==> src/swcc_pkg.sv <==
// Shared types and constants of the sliding-window congestion controller.
package swcc_pkg;

  localparam int SEQ_WIDTH_DEF = 16;
  localparam int CNT_WIDTH     = 16;
  localparam int DUP_WIDTH     = 3;

  // reset values of the configuration registers
  localparam logic [CNT_WIDTH-1:0] RWND_RST   = 16'd20;
  localparam logic [CNT_WIDTH-1:0] PCOUNT_RST = 16'd1;
  localparam logic [CNT_WIDTH-1:0] THRESH_RST = 16'd16;

  localparam logic [CNT_WIDTH-1:0] CNT_MAX     = '1;
  localparam logic [CNT_WIDTH-1:0] FR_INFLATE  = 16'd3;
  localparam logic [DUP_WIDTH-1:0] DUP_TRIGGER = 3'd3;
  localparam logic [DUP_WIDTH-1:0] DUP_LATCHED = 3'd4;

  typedef enum logic [1:0] {
    OP_ACK   = 2'd0,
    OP_SEND  = 2'd1,
    OP_START = 2'd2
  } opcode_t;

  typedef enum logic [1:0] {
    CFG_RWND   = 2'd0,
    CFG_PCOUNT = 2'd1,
    CFG_THRESH = 2'd2
  } cfg_index_t;

  // one result item
  typedef struct packed {
    logic                 send_grant;
    logic [15:0]          send_seq;
    logic                 last_packet;
    logic                 retransmit;
    logic [15:0]          retransmit_seq;
    logic [15:0]          window_base;
    logic [CNT_WIDTH-1:0] send_window;
    logic [CNT_WIDTH-1:0] cong_window;
    logic [CNT_WIDTH-1:0] slow_start_threshold;
    logic                 transfer_done;
  } result_t;

endpackage

==> src/swcc_update.sv <==
// Per-event next-state and result logic of the congestion controller.
module swcc_update #(
  parameter int SEQ_WIDTH = swcc_pkg::SEQ_WIDTH_DEF
) (
  input  logic [swcc_pkg::CNT_WIDTH-1:0] rwnd,
  input  logic [swcc_pkg::CNT_WIDTH-1:0] pcount,
  input  logic [swcc_pkg::CNT_WIDTH-1:0] init_thresh,
  input  logic [1:0]                     opcode,
  input  logic [15:0]                    ack_number,
  input  logic                           ack_ok,
  input  logic [SEQ_WIDTH-1:0]           tx_seq,
  input  logic [SEQ_WIDTH-1:0]           base_seq,
  input  logic [swcc_pkg::CNT_WIDTH-1:0] cwnd,
  input  logic [swcc_pkg::CNT_WIDTH-1:0] thresh,
  input  logic [swcc_pkg::DUP_WIDTH-1:0] dup_count,
  input  logic [SEQ_WIDTH-1:0]           last_ack,
  input  logic [SEQ_WIDTH-1:0]           exp_mark,
  input  logic                           done,
  output logic [SEQ_WIDTH-1:0]           tx_seq_next,
  output logic [SEQ_WIDTH-1:0]           base_seq_next,
  output logic [swcc_pkg::CNT_WIDTH-1:0] cwnd_next,
  output logic [swcc_pkg::CNT_WIDTH-1:0] thresh_next,
  output logic [swcc_pkg::DUP_WIDTH-1:0] dup_count_next,
  output logic [SEQ_WIDTH-1:0]           last_ack_next,
  output logic [SEQ_WIDTH-1:0]           exp_mark_next,
  output logic                           done_next,
  output swcc_pkg::result_t              result
);

  // compare width covers both the sequence space and 16-bit counts plus a carry
  localparam int XW = ((SEQ_WIDTH > 16) ? SEQ_WIDTH : 16) + 2;
  localparam logic [SEQ_WIDTH-1:0] SEQ_MAX = '1;
  localparam logic [SEQ_WIDTH-1:0] SEQ_ONE = SEQ_WIDTH'(1);

  logic [XW-1:0]                    ack_x;
  logic [SEQ_WIDTH-1:0]             ack_s;
  logic [swcc_pkg::CNT_WIDTH-1:0]   swnd_old;
  logic                             win_ok;
  logic                             cnt_ok;
  logic                             is_last;
  logic                             done_hit;
  logic [swcc_pkg::CNT_WIDTH-1:0]   cwnd_inc;
  logic [swcc_pkg::CNT_WIDTH-1:0]   cwnd_dbl;
  logic [swcc_pkg::CNT_WIDTH-1:0]   cwnd_adv;
  logic [swcc_pkg::CNT_WIDTH-1:0]   swnd_adv;
  logic [XW-1:0]                    grow;
  logic [SEQ_WIDTH-1:0]             exp_adv;
  logic                             dup_low;
  logic [swcc_pkg::DUP_WIDTH-1:0]   dup_inc;
  logic [swcc_pkg::CNT_WIDTH-1:0]   cwnd_dup;
  logic [swcc_pkg::CNT_WIDTH-1:0]   cwnd_half;
  logic [XW-1:0]                    base_x;
  logic [XW-1:0]                    next_x;
  logic [XW-1:0]                    prev_x;

  assign ack_x = XW'(ack_number);
  assign ack_s = ack_x[SEQ_WIDTH-1:0];

  // send test on the state before the event
  assign swnd_old = (cwnd < rwnd) ? cwnd : rwnd;
  assign win_ok   = XW'(tx_seq) < (XW'(base_seq) + XW'(swnd_old));
  assign cnt_ok   = XW'(tx_seq) <= XW'(pcount);
  assign is_last  = XW'(tx_seq) == XW'(pcount);
  assign done_hit = XW'(ack_s) == (XW'(pcount) + XW'(1));

  // window growth on a new ACK
  assign cwnd_inc = (cwnd == swcc_pkg::CNT_MAX) ? cwnd : cwnd + 16'd1;
  assign cwnd_dbl = cwnd[swcc_pkg::CNT_WIDTH-1] ? swcc_pkg::CNT_MAX : {cwnd[14:0], 1'b0};
  assign cwnd_adv = (cwnd < thresh) ? cwnd_dbl : cwnd_inc;
  assign swnd_adv = (cwnd_adv < rwnd) ? cwnd_adv : rwnd;
  assign grow     = XW'(exp_mark) + XW'(swnd_adv);
  assign exp_adv  = (grow > XW'(SEQ_MAX)) ? SEQ_MAX : grow[SEQ_WIDTH-1:0];

  // duplicate ACK path; counter stops once latched
  assign dup_low   = dup_count < swcc_pkg::DUP_TRIGGER;
  assign dup_inc   = dup_low ? dup_count + 3'd1 : dup_count;
  assign cwnd_dup  = dup_low ? cwnd_inc : cwnd;
  assign cwnd_half = {1'b0, cwnd_dup[swcc_pkg::CNT_WIDTH-1:1]};

  assign prev_x = XW'(last_ack);
  assign next_x = XW'(tx_seq);

  always_comb begin
    tx_seq_next    = tx_seq;
    base_seq_next  = base_seq;
    cwnd_next      = cwnd;
    thresh_next    = thresh;
    dup_count_next = dup_count;
    last_ack_next  = last_ack;
    exp_mark_next  = exp_mark;
    done_next      = done;
    result         = '0;
    case (opcode)
      swcc_pkg::OP_START: begin
        tx_seq_next    = SEQ_ONE;
        base_seq_next  = SEQ_ONE;
        cwnd_next      = 16'd1;
        thresh_next    = init_thresh;
        dup_count_next = '0;
        last_ack_next  = '0;
        exp_mark_next  = SEQ_WIDTH'(2);
        done_next      = 1'b0;
      end
      swcc_pkg::OP_SEND: begin
        if (!done && cnt_ok && win_ok) begin
          result.send_grant  = 1'b1;
          result.send_seq    = next_x[15:0];
          result.last_packet = is_last;
          tx_seq_next        = tx_seq + SEQ_ONE;
        end
      end
      swcc_pkg::OP_ACK: begin
        if (ack_ok && !done) begin
          if (ack_s > last_ack) begin
            dup_count_next = '0;
            if (ack_s >= exp_mark) begin
              base_seq_next = ack_s;
              cwnd_next     = cwnd_adv;
              exp_mark_next = exp_adv;
            end
            last_ack_next = ack_s;
          end else if (ack_s == last_ack) begin
            dup_count_next = dup_inc;
            cwnd_next      = cwnd_dup;
            if (dup_inc == swcc_pkg::DUP_TRIGGER) begin
              result.retransmit     = 1'b1;
              result.retransmit_seq = prev_x[15:0];
              thresh_next           = cwnd_half;
              cwnd_next             = cwnd_half + swcc_pkg::FR_INFLATE;
              dup_count_next        = swcc_pkg::DUP_LATCHED;
            end
          end
          if (done_hit) begin
            done_next = 1'b1;
          end
        end
      end
      default: begin
      end
    endcase
    // status fields report the state after the event
    base_x                      = XW'(base_seq_next);
    result.window_base          = base_x[15:0];
    result.send_window          = (cwnd_next < rwnd) ? cwnd_next : rwnd;
    result.cong_window          = cwnd_next;
    result.slow_start_threshold = thresh_next;
    result.transfer_done        = done_next;
  end

endmodule

==> src/sliding_window_congestion_control.sv <==
// Top level of the sliding-window congestion controller.
// Sender-side window and congestion control in the Reno manner. One event item
// is taken per clock: ACK, send-slot request or start of a new transfer. The
// whole update is one pass of short logic from the event and the state
// registers into the state and a registered result, so while in_ready is high
// an item is accepted every cycle and its result appears on out_valid in the
// next cycle. in_ready is low only while a result is held by out_ready low;
// the result register is the single buffer between the two sides. The three
// configuration registers are written through cfg_we/cfg_index/cfg_data with
// no handshake; write them only while no result is pending. cwnd and the ACK
// mark saturate, sequence numbers wrap at SEQ_WIDTH bits, and no send is
// granted after the final ACK until a start event.
module sliding_window_congestion_control #(
  parameter int SEQ_WIDTH = swcc_pkg::SEQ_WIDTH_DEF
) (
  input  logic        clk,
  input  logic        rst,
  // configuration
  input  logic        cfg_we,
  input  logic [1:0]  cfg_index,
  input  logic [15:0] cfg_data,
  // event items
  input  logic        in_valid,
  output logic        in_ready,
  input  logic [1:0]  opcode,
  input  logic [15:0] ack_number,
  input  logic        ack_ok,
  // result items
  output logic        out_valid,
  input  logic        out_ready,
  output logic        send_grant,
  output logic [15:0] send_seq,
  output logic        last_packet,
  output logic        retransmit,
  output logic [15:0] retransmit_seq,
  output logic [15:0] window_base,
  output logic [15:0] send_window,
  output logic [15:0] cong_window,
  output logic [15:0] slow_start_threshold,
  output logic        transfer_done
);

  localparam logic [SEQ_WIDTH-1:0] SEQ_ONE = SEQ_WIDTH'(1);

  // configuration registers
  logic [swcc_pkg::CNT_WIDTH-1:0] rwnd;
  logic [swcc_pkg::CNT_WIDTH-1:0] pcount;
  logic [swcc_pkg::CNT_WIDTH-1:0] init_thresh;

  // transfer state
  logic [SEQ_WIDTH-1:0]           tx_seq;
  logic [SEQ_WIDTH-1:0]           base_seq;
  logic [swcc_pkg::CNT_WIDTH-1:0] cwnd;
  logic [swcc_pkg::CNT_WIDTH-1:0] thresh;
  logic [swcc_pkg::DUP_WIDTH-1:0] dup_count;
  logic [SEQ_WIDTH-1:0]           last_ack;
  logic [SEQ_WIDTH-1:0]           exp_mark;
  logic                           done;

  logic [SEQ_WIDTH-1:0]           tx_seq_next;
  logic [SEQ_WIDTH-1:0]           base_seq_next;
  logic [swcc_pkg::CNT_WIDTH-1:0] cwnd_next;
  logic [swcc_pkg::CNT_WIDTH-1:0] thresh_next;
  logic [swcc_pkg::DUP_WIDTH-1:0] dup_count_next;
  logic [SEQ_WIDTH-1:0]           last_ack_next;
  logic [SEQ_WIDTH-1:0]           exp_mark_next;
  logic                           done_next;

  swcc_pkg::result_t              res_next;
  swcc_pkg::result_t              res;
  logic                           accept;

  // a result is held until taken; a new item enters whenever the slot frees
  assign in_ready = !out_valid || out_ready;
  assign accept   = in_valid && in_ready;

  // configuration writes
  always_ff @(posedge clk) begin
    if (rst) begin
      rwnd        <= swcc_pkg::RWND_RST;
      pcount      <= swcc_pkg::PCOUNT_RST;
      init_thresh <= swcc_pkg::THRESH_RST;
    end else if (cfg_we) begin
      case (cfg_index)
        swcc_pkg::CFG_RWND:   rwnd        <= cfg_data;
        swcc_pkg::CFG_PCOUNT: pcount      <= cfg_data;
        swcc_pkg::CFG_THRESH: init_thresh <= cfg_data;
        default: begin
        end
      endcase
    end
  end

  swcc_update #(
    .SEQ_WIDTH(SEQ_WIDTH)
  ) u_update (
    .rwnd           (rwnd),
    .pcount         (pcount),
    .init_thresh    (init_thresh),
    .opcode         (opcode),
    .ack_number     (ack_number),
    .ack_ok         (ack_ok),
    .tx_seq         (tx_seq),
    .base_seq       (base_seq),
    .cwnd           (cwnd),
    .thresh         (thresh),
    .dup_count      (dup_count),
    .last_ack       (last_ack),
    .exp_mark       (exp_mark),
    .done           (done),
    .tx_seq_next    (tx_seq_next),
    .base_seq_next  (base_seq_next),
    .cwnd_next      (cwnd_next),
    .thresh_next    (thresh_next),
    .dup_count_next (dup_count_next),
    .last_ack_next  (last_ack_next),
    .exp_mark_next  (exp_mark_next),
    .done_next      (done_next),
    .result         (res_next)
  );

  // state advances only on an accepted item; reset equals a start event
  // with the default threshold
  always_ff @(posedge clk) begin
    if (rst) begin
      tx_seq    <= SEQ_ONE;
      base_seq  <= SEQ_ONE;
      cwnd      <= 16'd1;
      thresh    <= swcc_pkg::THRESH_RST;
      dup_count <= '0;
      last_ack  <= '0;
      exp_mark  <= SEQ_WIDTH'(2);
      done      <= 1'b0;
    end else if (accept) begin
      tx_seq    <= tx_seq_next;
      base_seq  <= base_seq_next;
      cwnd      <= cwnd_next;
      thresh    <= thresh_next;
      dup_count <= dup_count_next;
      last_ack  <= last_ack_next;
      exp_mark  <= exp_mark_next;
      done      <= done_next;
    end
  end

  // result register
  always_ff @(posedge clk) begin
    if (rst) begin
      out_valid <= 1'b0;
    end else if (accept) begin
      out_valid <= 1'b1;
    end else if (out_ready) begin
      out_valid <= 1'b0;
    end
  end

  always_ff @(posedge clk) begin
    if (accept) begin
      res <= res_next;
    end
  end

  assign send_grant           = res.send_grant;
  assign send_seq             = res.send_seq;
  assign last_packet          = res.last_packet;
  assign retransmit           = res.retransmit;
  assign retransmit_seq       = res.retransmit_seq;
  assign window_base          = res.window_base;
  assign send_window          = res.send_window;
  assign cong_window          = res.cong_window;
  assign slow_start_threshold = res.slow_start_threshold;
  assign transfer_done        = res.transfer_done;

  // the duplicate counter jumps from the trigger count straight to latched
  a_dup_never_trigger: assert property (@(posedge clk) disable iff (rst)
    dup_count != swcc_pkg::DUP_TRIGGER)
    else $error("duplicate counter rests at trigger count");

  // cwnd starts at one, is set back to one by a start event, and otherwise only grows or is reloaded with threshold + 3
  a_cwnd_nonzero: assert property (@(posedge clk) disable iff (rst)
    cwnd != '0)
    else $error("congestion window reached zero");

  // a fast retransmit leaves cwnd inflated by three over the new threshold
  a_fr_inflate: assert property (@(posedge clk) disable iff (rst)
    out_valid && res.retransmit |->
      res.cong_window == res.slow_start_threshold + swcc_pkg::FR_INFLATE)
    else $error("fast retransmit window mismatch");

  // without a grant the send fields are clear
  a_no_grant_clear: assert property (@(posedge clk) disable iff (rst)
    out_valid && !res.send_grant |-> res.send_seq == '0 && !res.last_packet)
    else $error("send fields set without grant");

  // a start event restarts the transfer
  a_start_restart: assert property (@(posedge clk) disable iff (rst)
    accept && opcode == swcc_pkg::OP_START |=>
      tx_seq == SEQ_ONE && base_seq == SEQ_ONE && !done && dup_count == '0)
    else $error("start event did not restart transfer");

endmodule
==> config.mk <==
export PLATFORM = sky130hd
export DESIGN_NAME = sliding_window_congestion_control
export DESIGN_NICKNAME = d
export VERILOG_FILES = /design/src/swcc_pkg.sv /design/src/swcc_update.sv /design/src/sliding_window_congestion_control.sv
export SDC_FILE = /design/constraint.sdc
export NUM_CORES = 1
export LEC_CHECK = 0
export BUFFER_PORTS_ARGS = -buffer_cell sky130_fd_sc_hd__buf_2
export CELL_PAD_IN_SITES_DETAIL_PLACEMENT = 1
export CELL_PAD_IN_SITES_GLOBAL_PLACEMENT = 1
export CORE_MARGIN = 8
export CORE_UTILIZATION = 40
export DETAILED_ROUTE_END_ITERATION = 10
export PLACE_DENSITY = 0.79
export SKIP_LAST_GASP = 1
export SLEW_MARGIN = 15
export SYNTH_ARGS = -nofsm -noshare
export SYNTH_HDL_FRONTEND = slang
export SYNTH_SLANG_ARGS = --single-unit
==> constraint.sdc <==
create_clock -name clk -period 6.45 [get_ports clk]
set_input_delay 0.645 -clock clk [delete_from_list [all_inputs] [get_ports clk]]
set_output_delay 0.645 -clock clk [all_outputs]
set_load 0.02 [all_outputs]
==> results of run 1 <==
per-layer routing:
| layer | track usage | wire length [um] | up-vias |
|---|---|---|---|
| li1 | - | - | 7703 |
| met2 | 0.442 | 32400 | 609 |
| met1 | 0.363 | 30900 | 8556 |
| met4 | 0.0913 | 2520 | 0 |
| met5 | 0 | 0 | - |
| met3 | 0.0420 | 5080 | 154 |
area by class of cell:
| cell class | instances | area [sq um] |
|---|---|---|
| clock buffer | 44 | 886 |
| clock inverter | 11 | 124 |
| fill | 5052 | 22100 |
| inverter | 102 | 385 |
| multi-input combinational | 1512 | 10600 |
| sequential | 249 | 5990 |
| tap | 546 | 683 |
| timing repair buffer | 298 | 1910 |
power groups by stage:
stage / sequential, mW / clock (mW) / combinational, mW
after detailed placement: 1.79 / 0 / 1.17
final: 1.76 / 1.76 / 1.25
after global routing: 1.76 / 1.83 / 1.34
after floorplan: 1.83 / 0 / 0.678
after global placement: 1.79 / 0 / 1.12
after CTS: 1.75 / 1.78 / 1.18
tightest hold or removal path, delay by kind of cell:
kind | cells | cell delay [ps]
AOI/OAI and AO/OA | 1 | 50
buffers and inverters | 2 | 150
cell families (layout without fill, tap and decap cells):
| group | Yosys count | count (layout) | synth area share |
|---|---|---|---|
| adders and majority gates | 165 | 165 | 0.121 |
| DFF | 249 | 249 | 0.349 |
| buffers and inverters | 209 | 455 | 0.0491 |
| and+or+nand+nor | 682 | 682 | 0.192 |
| xor gates and xnor gates | 52 | 52 | 0.0273 |
| muxes | 75 | 75 | 0.0469 |
| AOI/OAI and AO/OA | 538 | 538 | 0.215 |
path summary, 6_finish.rpt:
kind	slack (ps)	from	endpoint	cells past startpoint
setup / recovery	50	cwnd[1]	tx_seq[13]	30
hold / removal	290	in_valid	out_valid	3
setup reg to reg	50	cwnd[1]	tx_seq[13]	30
hold reg to reg	460	last_ack[1]	last_ack[1]	2
through the flow:
step,setup TNS [ps],area [sq um],util
after floorplan,0,17200,-
after global placement,-1550,19300,0.451
after detailed placement,-7920,19300,0.451
after CTS,-94.1,20300,0.475
after global routing,-3200,20600,0.483
final,0,20600,0.483
what timing repair did:
item                       CTS  global route
resized for setup            8            52
setup buffers                0             8
pin swaps                    2            32
setup endpoints to repair   34            66
hold buffers                 0             0
cloned                       0             1
cell usage in the layout (no fill, tap or decap), types with 22 or more instances in the layout:
master / instances
nand2_1: 241
a21oi_1: 173
ha_1: 159
buf_4: 151
dfxtp_1: 145
buf_2: 142
nor2_1: 135
edfxtp_1: 100
inv_1: 99
nand3_1: 76
o21ai_0: 75
a21o_1: 47
nand4_1: 36
nor3_1: 32
clkbuf_16: 32
mux2_2: 31
and2_1: 30
xnor2_1: 29
mux2i_1: 29
nand2b_1: 22
xor2_1: 22
==> results.md, run 1 <==
* Final hold vios at 0
* Cell internal pwr at around 3.2 mW
* Clock Latency Late Sink at slightly above 600 ps
* Drt drc at 0
* Register area share after synthesis at 0.349
* Max Clock Skew at slightly below 30 ps
* Bufs and invs on worst path at 5
* Largest net degree at the start of global routing at 80
* First-pass GRT wire length at about 110 mm
* Design Power at between 4 and 5 mW
* Area grow syn2layout at 20.0%
* Worst path max stage delay at around 430 ps
* Cell area after synthesis at roughly 17,000 sq um
* Final-stage net count at approximately 2,400
* Mapped Cells at 1,970
* Fmax at approximately 160 MHz
* Ant diodes at 0
* Peak supply drop at 0.184 mV
* First drt pass iteration count at 5
* Comb power frac at 0.262
* Clock Tree Buf Depth at 3
* Crit share post-route at 0.992
* Seq pwr share at 0.369
* Worst setup margin at approximately 50 ps
* Synth warn at 0
* Synth Net Count at 2,177
* Remaining Overflow, GRT at 0
* CTS sink cnt at ~250
* Post-synth EDFFs at 100
* Via-to-Cell Ratio at 6.16
* Slew Viols, Final at 0
* Placed instance count at approximately 2,700
* Switch share at 0.325
* Htree depth at 1
* Num CTS Buffers at 30
* Max-cap violations at 0
* Avg Cell Area, Syn at roughly 8.7 sq um
* IO Count at 144
* Net Switching at approximately 1.5 mW
* Top_reg_cell synth: dfxtp_1
* Clock transition at path regs at approximately 60 ps
* Worst Setup End Kind: flip-flop
* Outcome: completed
* Fin Hold WS at around 290 ps
* Via count of the first global-routing pass at roughly 18,000
* Fin crit period at ~6400 ps
* Starting Density at 0.402
* Post-synth top cells: nand2_1 (241), a21oi_1 (179), ha_1 (163)
* Vias at 17,022
* CP max FO at 9
* Worst path top cell family by delay: compound AO/OA/AOI/OAI gates
* Initial antenna violation count at 1
* CTS tree: done
* Final setup viols at 0
* Per-cell routed wire length at 25.7 um
* Most frequent cell after synthesis: nand2_1
* P per Cell Area at between 200 and 250 nW/um^2
* Core ar. at 42,700 sq um
* Synth top area cells: edfxtp_1 (17%), dfxtp_1 (17%), ha_1 (12%)
* Synth top area share at 0.175
* Asr flop ratio synth at 0
* Final ANT Viol Nets at 0
* # port buffers at about 140
* Crit path DAT at about 7000 ps
* Worst slack at placement at -349 ps
* Hold Path Class: in2reg
* Area leader, netlist: edfxtp_1
* HPWL Detailed at roughly 54 mm
* Setup CP Type: reg2reg
* DIE AREA at 49,800 sq um
* CP startpoint kind: flip-flop
* Vert. Die Dim at around 220 um
* Layout cell share with drive strength beyond 1 at 0.213
* Seq cells post-synth at 249
* Cell mode on critical path: a21o_1
* Pleak at 8.58 nW
* Core Rows at between 70 and 80
* Chip width at between 200 and 250 um
* Relative slew slack at 0.0842
* Slowest-stage cell, CP: dfxtp_1
* DRT Wirelength at just over 70 mm
* Clk root buf: clkbuf_16
* GRT Util Overall at 0.271
* Clk network pwr share at 0.369
* Distinct cells, synth at 97
* Iter 0 DRT Violations at roughly 1,300
* Layout Cells excl Fill at between 2,000 and 3,000
* Req. time, crit path at 6940 ps
* Slew at the pin with the worst max-slew slack at between 1000 and 1500 ps
* RD Place Congestion at between 1 and 1.5
Power figures use the tool's default switching activity.
==> run 2, diff against run 1 <==
SYNTH_HIERARCHICAL = 1   (was not set)
==> results.md, run 2 <==
* Iter 0 DRT Violations at ~1,900
* Asr flop ratio synth at 0
* Avg Cell Area, Syn at between 8 and 9 sq um
* Area leader, netlist: edfxtp_1
* Max-cap violations at 0
* Area grow syn2layout at 22.8%
* Clock transition at path regs at about 70 ps
* Top_reg_cell synth: dfxtp_1
* Cell area after synthesis at ~19,000 sq um
* Final-stage net count at 2,602
* Outcome: finished, violations left
* Seq cells post-synth at roughly 250
* Final hold vios at 0
* Most frequent cell after synthesis: a21oi_1
* Relative slew slack at 0.278
* Pleak at about 9.3 nW
* Htree depth at 1
* Xor and xnor area share after synthesis at 0.0296
* Met3 Use GR at 0.0538
* Via-to-Cell Ratio at between 6 and 7
* Remaining Overflow, GRT at 0
* Failing checks: negative setup slack
* Clk root buf: clkbuf_16
* Crit share post-route at 1.03
* Chip width at around 230 um
* First drt pass iteration count at 5
* Synth Area in Compound Gates at 0.243
* GRT Util Overall at 0.280
* CTS tree: done
* Clock Tree Buf Depth at 3
* Setup CP Type: reg2reg
* CP startpoint kind: flip-flop
* Fin crit period at between 6000 and 7000 ps
* Worst Setup End Kind: flip-flop
* First-pass GRT wire length at roughly 120 mm
* Distinct cells, synth at between 90 and 100
* Core ar. at approximately 47,000 sq um
* Slowest-stage cell, CP: or4_4
* Vert. Die Dim at 233 um
* Vias at about 19,000
* Crit path DAT at ~7200 ps
* Busiest layer in global routing: met2
* Design Power at about 4.9 mW
* Post-synth EDFFs at 100
* Num CTS Buffers at 31
* P per Cell Area at between 200 and 250 nW/um^2
* Largest family of logic cells by synthesized area: compound AO/OA/AOI/OAI gates
* Post-synth top cells: a21oi_1 (235), nand2_1 (209), ha_1 (166)
* IO Count at between 100 and 150
* CTS sink cnt at 249
* Clock Latency Late Sink at around 610 ps
* Max Clock Skew at 26.7 ps
* Cell mode on critical path: a21o_1
* Synth Area in Simple Gates at 0.167
* Starting Density at 0.405
* Met1 Resource Use GR at 0.373
* Unrepaired setup endpoints after global routing: yes
* Number of hold buffers added after CTS at 0
* HPWL Detailed at 58.4 mm
* Mapped Cells at 2,163
* Synth warn at 6
* Core Rows at 79
* Slew Viols, Final at 0
* Peak supply drop at between 0.15 and 0.2 mV
* Worst slack at placement at -567 ps
* Slew at the pin with the worst max-slew slack at approximately 1100 ps
* Synth Net Count at about 2,400
* Req. time, crit path at roughly 7000 ps
* Worst setup margin at -221 ps
* Fin Hold WS at around 330 ps
* Per-cell routed wire length at approximately 27 um
* Most frequent cells in the layout: buf_4 (232), a21oi_1 (212), nand2_1 (207)
* Hold Path Class: in2reg
* Final setup viols at between 40 and 50
* Adder-Cell Fraction of Synth Area at 0.112
* Mux cell area share after synthesis at 0.0555
* CP max FO at 6
* DIE AREA at around 54,000 sq um
* Via count of the first global-routing pass at between 15,000 and 20,000
* Synth top area cells: edfxtp_1 (16%), dfxtp_1 (16%), ha_1 (11%)
* Setup TNS at -3210 ps
* Layout cell share with drive strength beyond 1 at 0.298
* DRT Wirelength at 81.6 mm
* Worst path max stage delay at 460 ps
* # port buffers at between 100 and 150
* Largest net degree at the start of global routing at between 100 and 150
* Commonest non-fill, non-tap cell in the layout: buf_4
* GRT met2 Usage at 0.444
* Fmax at ~150 MHz
* Final ANT Viol Nets at 0
* RD Place Congestion at ~1
* Synth top area share at 0.159
* Register area share after synthesis at 0.318
* Initial antenna violation count at 5
* Drt drc at 0
## run 2: area by class of cell
cell class | instances | area (sq um)
Clock inverter | 17 | 245
Sequential cell | 249 | 6000
Fill cell | 5411 | 23400
Tap cell | 607 | 759
Timing Repair Buffer | 387 | 2640
Multi-Input combinational cell | 1615 | 12200
Inverter | 108 | 405
Clock buffer | 41 | 876
Antenna cell | 1 | 2.50
## run 2: through the flow
stage	util	area [sq um]	instances
floorplan	-	18900	2163
global placement	0.450	21000	2931
detailed placement	0.450	21000	2931
CTS	0.482	22400	3001
global route	0.497	23100	3024
finish	0.497	23100	3025
## run 2: kinds of logic after synthesis
kind of cell | after synthesis
muxes | 97
adders and majority gates | 168
and+or+nand+nor | 634
AOI/OAI and AO/OA | 653
xor gates and xnor gates | 62
buffers and inverters | 300
DFF | 249
## run 2: path summary, 6_finish.rpt
kind | startpoint | endpoint | slack, ps | depth (start not counted)
worst max-delay path | cwnd[1] | tx_seq[8] | -220 | 31
worst min-delay path | cfg_data[4] | pcount[4] | 330 | 3
worst max register to register | cwnd[1] | tx_seq[8] | -220 | 31
worst min register to register | init_thresh[13] | init_thresh[13] | 460 | 2
## run 2: critical path: cells and delay by family, from the launching register on
kind / cells / cell delay, ps
AND/OR/NAND/NOR: 4 / 830
AO/OA/AOI/OAI: 17 / 3430
adder cells (fa/ha/maj): 4 / 1050
multiplexers: 2 / 400
flip-flops: 1 / 360
buffers and inverters: 4 / 530
## run 2: per-layer routing
layer	up-vias	part of all wire	wire length [um]
li1	8335	-	-
met1	9460	0.42	34400
met2	842	0.45	36900
met3	209	0.084	6890
met4	4	0.041	3380
met5	-	0.00028	23
## run 2: report_power, final
part	switching [mW]	internal, mW
registers	0.0318	1.70
logic	0.732	0.518
clock network	0.758	1.16
## run 2: what timing repair did
item | CTS | global route
pin swaps | 22 | 82
resized for setup | 52 | 112
endpoints found under the hold margin | 0 | 0
setup endpoints to repair | 50 | 50
gates cloned | 2 | 1
setup buffers | 10 | 22
==> run 3, diff against run 2 <==
PLACE_DENSITY = not set   (was 0.79)
PLACE_DENSITY_LB_ADDON = 0.12   (was not set)
==> results.md, run 3 (same netlist as run 2, synthesis figures left out) <==
* Setup CP Type: reg2reg
* Pleak at around 9.2 nW
* GRT Util Overall at 0.286
* Most frequent cells in the layout: buf_4 (232), a21oi_1 (218), nand2_1 (208)
* Bufs and invs on worst path at 6
* HPWL Detailed at 61.2 mm
* Hold Path Class: in2reg
* Vias at between 15,000 and 20,000
* RD Place Congestion at 0.972
* Initial antenna violation count at 6
* Fillers at 5,446
* Req. time, crit path at roughly 6900 ps
* Remaining Overflow, GRT at 0
* Starting Density at 0.405
* Unrepaired setup endpoints after global routing: yes
* Core ar. at between 40,000 and 50,000 sq um
* Via-to-Cell Ratio at between 6 and 7
* First-pass GRT wire length at ~120 mm
* Slew at the pin with the worst max-slew slack at roughly 1200 ps
* Failing checks: negative setup slack
* CP max FO at 8
* Chip width at about 230 um
* Outcome: finished, violations left
* Drt drc at 0
* Clock Tree Buf Depth at 3
* IO Count at ~140
* Cell mode on critical path: buf_4
* Num CTS Buffers at 31
* Peak supply drop at 0.223 mV
* Relative slew slack at 0.186
* Final ANT Viol Nets at 0
* Slowest-stage cell, CP: a311o_1
* Worst Setup End Kind: flip-flop
* Crit path DAT at just under 7000 ps
* Vert. Die Dim at between 200 and 250 um
* Final hold vios at 0
* Per-cell routed wire length at between 20 and 30 um
* Clock transition at path regs at around 60 ps
* # port buffers at between 100 and 150
* Max-cap violations at 0
* Final-stage net count at between 2,000 and 3,000
* Worst path top cell family by delay: compound AO/OA/AOI/OAI gates
* Largest net degree at the start of global routing at just over 80
* Crit share post-route at 1.01
* CTS sink cnt at ~250
* Final setup viols at 5
* Max Clock Skew at approximately 22 ps
* CP startpoint kind: flip-flop
* Placed instance count at between 2,000 and 3,000
* Commonest non-fill, non-tap cell in the layout: buf_4
* Fin crit period at 6480 ps
* Iter 0 DRT Violations at roughly 1,400
* Htree depth at 1
* First drt pass iteration count at 5
* Layout Cells excl Fill at around 3,000
* DIE AREA at roughly 54,000 sq um
* Clock Latency Late Sink at 610 ps
* Area grow syn2layout at 21.4%
* Layout cell share with drive strength beyond 1 at 0.288
* R2R Setup Slk at -30 ps
* CTS tree: done
* Fmax at 154 MHz
* DRT Wirelength at around 80 mm
* Core Rows at between 70 and 80
* Worst setup margin at -33.5 ps
* Setup TNS at -99.8 ps
* Slew Viols, Final at 0
* Worst path max stage delay at ~400 ps
* Via count of the first global-routing pass at around 18,000
* Clk root buf: clkbuf_16
* P per Cell Area at a little over 200 nW/um^2
-- run 3: changes by cell type in the layout (fill, tap and decap cells not counted), moves of 4 or more --
cell,before,now
a21oi_1,212,218
clkbuf_1,6,11
a21oi_2,22,17
a211oi_2,6,2
a2111oi_2,5,9
-- run 3: worst paths after layout --
check,to,from,cells after the start
max,exp_mark[0],cwnd[1],31
min,pcount[4],cfg_data[4],3
max reg2reg,exp_mark[0],cwnd[1],31
min reg2reg,init_thresh[14],init_thresh[14],2
-- run 3: worst reg2reg max path, delay by kind of cell, from the launching register on --
| family | cells | cell delay [ps] |
|---|---|---|
| XOR/XNOR | 1 | 130 |
| flip-flops | 1 | 360 |
| buffers and inverters | 6 | 870 |
| adder cells (fa/ha/maj) | 3 | 720 |
| AND/OR/NAND/NOR | 9 | 1610 |
| AO/OA/AOI/OAI | 10 | 2020 |
| multiplexers | 2 | 620 |
-- run 3: per-stage QoR --
stage               power, mW  hold slack (ps)  cell area [sq um]  utilization  setup slack, ps
floorplan                2.40              436              18900            -             11.3
global placement         2.81              453              21200        0.454             -328
detailed placement       2.83              455              21200        0.454             -465
CTS                      4.69              306              22400        0.481             6.91
global route             4.91              318              22900        0.491             -296
finish                   4.75              331              22900        0.491            -33.5
-- run 3: cell type report --
class | instances | area [sq um] | area share
Multi-Input combinational cell | 1614 | 12100 | 0.528
Sequential cell | 249 | 5990 | 0.262
Timing Repair Buffer | 384 | 2600 | 0.114
Clock buffer | 47 | 897 | 0.0392
Tap cell | 607 | 759 | 0.0332
Inverter | 108 | 405 | 0.0177
Clock inverter | 11 | 141 | 0.00618
Antenna cell | 3 | 7.51 | 0.000328
-- run 3: metal layers --
layer | part of all wire | vias to the layer above | GRT usage
met5 | 0.00056 | - | 0
met4 | 0.030 | 6 | 0.0817
met3 | 0.063 | 138 | 0.0398
met2 | 0.44 | 592 | 0.442
met1 | 0.47 | 9115 | 0.411
li1 | - | 8341 | -
-- run 3: repair_timing --
action,4_1_cts,5_1_grt
pin swaps,14,63
setup endpoints to repair,49,66
setup buffers,4,5
endpoints found under the hold margin,0,0
resized for setup,39,88
hold buffers,0,0
-- run 3: report_power, final --
| part | internal, mW | leakage [nW] | switching [mW] |
|---|---|---|---|
| Combinational | 0.486 | 6.50 | 0.720 |
| Sequential | 1.70 | 2.21 | 0.0330 |
| Clock | 1.08 | 0.501 | 0.737 |
| Total | 3.26 | 9.21 | 1.49 |
